## src/pti_pkg.sv

```systemverilog
// Shared types and constants of the piecewise table interpolator.
`default_nettype none
package pti_pkg;
    localparam int MAX_POINTS = 64;
    localparam int IDX_W = $clog2(MAX_POINTS);
    localparam int CNT_W = 7;

    localparam logic [1:0] ACT_LOAD  = 2'd0;
    localparam logic [1:0] ACT_VALUE = 2'd1;
    localparam logic [1:0] ACT_DERIV = 2'd2;

    localparam logic [1:0] ST_OK    = 2'd0;
    localparam logic [1:0] ST_ORDER = 2'd1;
    localparam logic [1:0] ST_SAT   = 2'd2;

    localparam logic [1:0] REG_POINT_COUNT = 2'd0;
    localparam logic [1:0] REG_CUBIC_MODE  = 2'd1;
    localparam logic [1:0] REG_EXTRAPOLATE = 2'd2;

    // Datapath operations, one per controller step.
    localparam logic [3:0] OP_NONE   = 4'd0;
    localparam logic [3:0] OP_LATCH  = 4'd1;  // capture item, issue read of slot 0
    localparam logic [3:0] OP_RDPREV = 4'd2;  // issue read of slot k-1 for a load
    localparam logic [3:0] OP_LOAD   = 4'd3;  // compare order, write slot
    localparam logic [3:0] OP_RDHI   = 4'd4;  // issue read of last knot
    localparam logic [3:0] OP_BOUNDS = 4'd5;  // capture lo/hi, classify
    localparam logic [3:0] OP_SCAN   = 4'd6;  // issue read of scan slot j+1
    localparam logic [3:0] OP_TEST   = 4'd7;  // test interval j
    localparam logic [3:0] OP_FETCH  = 4'd8;  // capture operands of chosen interval
    localparam logic [3:0] OP_MUL    = 4'd9;  // product = operand * dx
    localparam logic [3:0] OP_ACC    = 4'd10; // accumulate, saturate
    localparam logic [3:0] OP_FINISH = 4'd11; // place result in output register
    localparam logic [3:0] OP_RDIV   = 4'd12; // issue read of chosen interval

    typedef struct packed {
        logic [3:0] op;
        logic [1:0] step;
    } pti_cmd_t;

    typedef struct packed {
        logic is_load;
        logic is_eval;
        logic in_range;   // strictly between first and last knot
        logic use_poly;   // interval math needed
        logic found;      // scan located the interval
        logic scan_last;  // scan reached the final interval
        logic out_busy;   // output register still holds a beat
    } pti_stat_t;
endpackage
`default_nettype wire

```

## src/pti_ctrl.sv

```systemverilog
// Controller state machine that sequences loads, searches and Horner steps.
`default_nettype none
module pti_ctrl
    import pti_pkg::*;
(
    input  wire logic clk,
    input  wire logic rst_n,
    input  wire logic in_fire,
    input  wire logic cubic,
    input  wire logic deriv,
    input  wire pti_stat_t stat,
    output logic      idle,
    output pti_cmd_t  cmd
);
    localparam logic [3:0] S_IDLE   = 4'd0;
    localparam logic [3:0] S_DECODE = 4'd1;
    localparam logic [3:0] S_PREV   = 4'd2;
    localparam logic [3:0] S_LOAD   = 4'd3;
    localparam logic [3:0] S_HI     = 4'd4;
    localparam logic [3:0] S_BOUNDS = 4'd5;
    localparam logic [3:0] S_SCAN   = 4'd6;
    localparam logic [3:0] S_TEST   = 4'd7;
    localparam logic [3:0] S_FETCH  = 4'd8;
    localparam logic [3:0] S_MUL    = 4'd9;
    localparam logic [3:0] S_ACC    = 4'd10;
    localparam logic [3:0] S_DONE   = 4'd11;
    localparam logic [3:0] S_GRAB   = 4'd12;

    logic [3:0] state_reg, state_next;
    logic [1:0] step_reg, step_next;
    logic [1:0] last_step;

    // Cubic value runs three multiply steps, cubic slope two, linear value one.
    always_comb
    begin
        if (!cubic)
            last_step = 2'd0;
        else if (deriv)
            last_step = 2'd1;
        else
            last_step = 2'd2;
    end

    always_comb
    begin
        state_next = state_reg;
        step_next  = step_reg;
        cmd.op     = OP_NONE;
        cmd.step   = step_reg;
        case (state_reg)
            S_IDLE:
            begin
                if (in_fire)
                begin
                    cmd.op = OP_LATCH;
                    state_next = S_DECODE;
                end
            end
            S_DECODE:
            begin
                if (stat.is_load)
                    state_next = S_PREV;
                else if (stat.is_eval)
                    state_next = S_HI;
                else
                    state_next = S_DONE;
            end
            S_PREV:
            begin
                cmd.op = OP_RDPREV;
                state_next = S_LOAD;
            end
            S_LOAD:
            begin
                cmd.op = OP_LOAD;
                state_next = S_DONE;
            end
            S_HI:
            begin
                cmd.op = OP_RDHI;
                state_next = S_BOUNDS;
            end
            S_BOUNDS:
            begin
                cmd.op = OP_BOUNDS;
                state_next = S_SCAN;
            end
            S_SCAN:
            begin
                if (!stat.in_range)
                    state_next = stat.use_poly ? S_FETCH : S_DONE;
                else
                begin
                    cmd.op = OP_SCAN;
                    state_next = S_TEST;
                end
            end
            S_TEST:
            begin
                cmd.op = OP_TEST;
                state_next = (stat.found || stat.scan_last) ? S_FETCH : S_SCAN;
            end
            S_FETCH:
            begin
                cmd.op = OP_RDIV;
                state_next = S_GRAB;
            end
            // The table read issued in the previous cycle is now registered.
            S_GRAB:
            begin
                cmd.op = OP_FETCH;
                step_next = 2'd0;
                state_next = (cubic || !deriv) ? S_MUL : S_DONE;
            end
            S_MUL:
            begin
                cmd.op = OP_MUL;
                state_next = S_ACC;
            end
            S_ACC:
            begin
                cmd.op = OP_ACC;
                if (step_reg == last_step)
                    state_next = S_DONE;
                else
                begin
                    step_next = step_reg + 2'd1;
                    state_next = S_MUL;
                end
            end
            S_DONE:
            begin
                if (!stat.out_busy)
                begin
                    cmd.op = OP_FINISH;
                    state_next = S_IDLE;
                end
            end
            default:
            begin
                state_next = S_IDLE;
            end
        endcase
    end

    always_ff @(posedge clk or negedge rst_n)
    begin
        if (!rst_n)
        begin
            state_reg <= S_IDLE;
            step_reg  <= 2'd0;
        end
        else
        begin
            state_reg <= state_next;
            step_reg  <= step_next;
        end
    end

    assign idle = (state_reg == S_IDLE);

`ifndef SYNTH
    a_latch_from_idle: assert property (@(posedge clk) disable iff (!rst_n)
        in_fire |-> state_reg == S_IDLE)
        else $error("item accepted while busy");
    a_step_bound: assert property (@(posedge clk) disable iff (!rst_n)
        state_reg == S_ACC |-> step_reg <= last_step)
        else $error("Horner step overran");
    a_finish_returns: assert property (@(posedge clk) disable iff (!rst_n)
        cmd.op == OP_FINISH |=> state_reg == S_IDLE)
        else $error("finish did not return to idle");
`endif
endmodule
`default_nettype wire

```

## config.mk

```make
export PLATFORM = sky130hd
export DESIGN_NAME = pti_ctrl
export DESIGN_NICKNAME = d
export VERILOG_FILES = /design/src/pti_pkg.sv /design/src/pti_ctrl.sv
export SDC_FILE = /design/constraint.sdc
export NUM_CORES = 1
export LEC_CHECK = 0
export ABC_AREA = 1
export BUFFER_PORTS_ARGS = -buffer_cell sky130_fd_sc_hd__buf_2
export CAP_MARGIN = 20
export CORE_AREA = 2 2 39 41
export CTS_CLUSTER_SIZE = 28
export DETAILED_ROUTE_END_ITERATION = 8
export DIE_AREA = 0 0 41 43
export PLACE_DENSITY = 0.82
export SYNTH_ARGS = -nofsm -noshare
export SYNTH_HDL_FRONTEND = slang
export SYNTH_SLANG_ARGS = --single-unit
```

## constraint.sdc

```tcl
create_clock -name clk -period 1.35 [get_ports clk]
set_input_delay 0.2025 -clock clk [delete_from_list [all_inputs] [get_ports clk]]
set_output_delay 0.2025 -clock clk [all_outputs]
set_load 0.005 [all_outputs]
```

==> flow_summary.ini <==
[final_layout]
regArea_um2 = 155.1
diodes = 0
layout_common_cells = 28 x nand2_1, 18 x buf_2, 16 x nor2_1
final.fill_count = 115
multi_input_area_um2 = 442.9
postLayoutCellArea_um2 = 880.8
nNetsFinal = 150
final_util_pct = 63.65
largest_reg_flops = 4
drive_above_1_share_pct = 41.91
area_growth_pct = 49.79
final_common_cell = nand2_1

[clock_network]
clk_pin_slew_ps = 40
cts_tree = built
cts_max_level = 1
root_buffer = clkbuf_4
clk_path_buf_depth = 2
cts_sinks = 6
cts_buffers = 3
worstSkewPairLatency_ps = 240

[detailed_routing]
wl_um = 1951
first_pass_iters = 4
postRouteAntennaNets = 0
route.detailed.drc = 0
drt_iter0_drc = 45
viasPerCell = 5.539
vias = 842
wire_per_inst_um = 12.84

[synth]
synthXorXnorAreaFrac_pct = 1.489
synth_top_family_by_area = simple AND/OR/NAND/NOR gates
synth_area_leader_cell = dfrtp_1
postSynthNetCount = 117
synth_adder_area_share_pct = 0
syn_area_um2 = 588.1
ys_warn_count = 0
yosysSeqAreaShare_pct = 25.53
yosys.area_share.simple_pct = 57.02
synth-compound-area-share_pct = 6.383
yosysUniqueCellTypes = 14
synth_mux_area_share_pct = 0
synthCells = 105
syn_avg_cell_area_um2 = 5.601
synthTopCellsByArea = dfrtp_1 26%, nand2_1 20%, nor2_1 14%
synth_top_cell_area_share_pct = 25.53
ys_ff_latch = 6

[sta]
rsz0062_at_grt = true
tightestPinTransition_ps = 240.9
timing.fmax_ghz = 0.6190
fin_ws_ps = -265.5
setup_viol = 6
relSlewSlack_pct = 83.84
final_hold_viol_count = 0
finalMaxSlewViolations = 0
post-route-min-period_ps = 1616
period_share_pct = 119.7
skew_ps = 5.525

[place]
postPlaceCellArea_um2 = 705.7
portBuffers = 18
dp_hpwl_um = 1234
gp_congestion = 0.8586

[grt]
grt_max_degree = 7
overflow = 0
grt_antenna_before_repair = 0
grt_pass1_wl_um = 2801
grt_pass1_vias = 731
grtUsageTotal_pct = 22.94

[power]
power_switching_uw = 948.9
power_density_nw_per_um2 = 2124
combPwrFrac_pct = 70.9
p_int_uw = 922.2
irDropWorstVdd_uv = 1043
p_leak_nw = 0.5044
clockPowerShare_pct = 8.3
swShare_pct = 50.71
sequentialPowerShare_pct = 20.7
p_total_mw = 1.871

[floorplan]
die_h_um = 43
num_io_pins = 19
core-area_um2 = 1384
initial_core_util_pct = 42.50
placementRows = 14
die_width_um = 41
dieArea_um2 = 1763

[critical_path]
criticalPathCategory = flip-flop to primary output
cp_cell_sequence = nand2_1 > nor2_1 > a211oi_1 > nand2_1 > buf_2
end_kind = primary output
critPathArrivalTime_ps = 1410
critPathSlowestCell = dfrtp_2
setup.worst_path.start_class = flip-flop
cp.required_ps = 1150
critPathMaxFanout = 5
critPathMaxStageDelay_ps = 450
cp_common_cell = nand2_1

[outcome]
status = finished, violations left
violations = negative setup slack

[job]
maxCapViolations = 0

[worst_hold_path]
hold_class = primary input to flip-flop
synth_stat cells (all sizes together):
cell type / number
nand3b: 2
a211oi: 1
inv: 15
nand2: 35
dfrtp: 6
xnor2: 1
nor3: 2
o21ai: 6
nand3: 12
nand4: 2
nor2: 23
critical path: cells and delay by family, from the launching register on:
kind	cells	cell delay, ps
AND/OR/NAND/NOR	3	340
buffers and inverters	1	130
AO/OA/AOI/OAI	1	260
flip-flops	1	450
cell type report:
type / count / area share [%]
clock buffer: 3 / 2.557
tap: 16 / 2.273
multi-input combinational: 84 / 50.28
inverter: 15 / 6.960
sequential: 6 / 17.61
timing repair buffer: 28 / 20.31
power groups by stage:
stage                     Clock, mW  Combinational [mW]  Sequential (mW)
after floorplan                   0               0.642            0.322
after global placement            0               0.880            0.341
after detailed placement          0               0.900            0.347
after CTS                     0.158                1.13            0.376
after global routing          0.179                1.43            0.395
final                         0.156                1.33            0.388
logic make-up (layout without fill, tap and decap cells):
| logic type | after synthesis | count (layout) |
|---|---|---|
| simple gates | 76 | 76 |
| flops | 6 | 6 |
| compound gates | 7 | 7 |
| buf+inv | 15 | 46 |
| xor+xnor | 1 | 1 |
metrics by stage:
step	worst slack [ps]	TNS [ps]	hold WS (ps)	instances
2_1_floorplan	215.0	0	-93.09	105
3_3_place_gp	27.80	0	25.13	140
3_5_place_dp	-14.90	-17.52	27.73	140
4_1_cts	-172.4	-655.7	286.7	151
5_1_grt	-328.3	-1393	276.1	152
6_report	-265.5	-977.6	284.4	152
routing by layer:
layer / global-route usage, % / up-vias / part of all wire (%)
li1: - / 398 / -
met1: 26.33 / 377 / 37
met2: 38.44 / 55 / 51
met3: 4.712 / 12 / 7.3
met4: 10.00 / 0 / 4.0
met5: 0 / - / 0
worst paths after layout:
kind	from	endpoint	slack [ps]	cells after the start
min reg2reg	step_reg[0]	step_reg[0]	560	2
min	stat[5]	state_reg[2]	280	3
max reg2reg	state_reg[2]	state_reg[2]	-80	9
min in group asynchronous	rst_n	state_reg[3]	340	2
max	state_reg[0]	cmd[2]	-270	5
max in group asynchronous	rst_n	state_reg[2]	850	2
timing repair:
action	CTS	global route
hold buffers	1	0
setup buffers	7	1
endpoints found under the setup margin	5	10
gates resized for setup	19	14
hold endpoints to repair	6	0
pin swaps	6	3
Power figures use the tool's default switching activity.
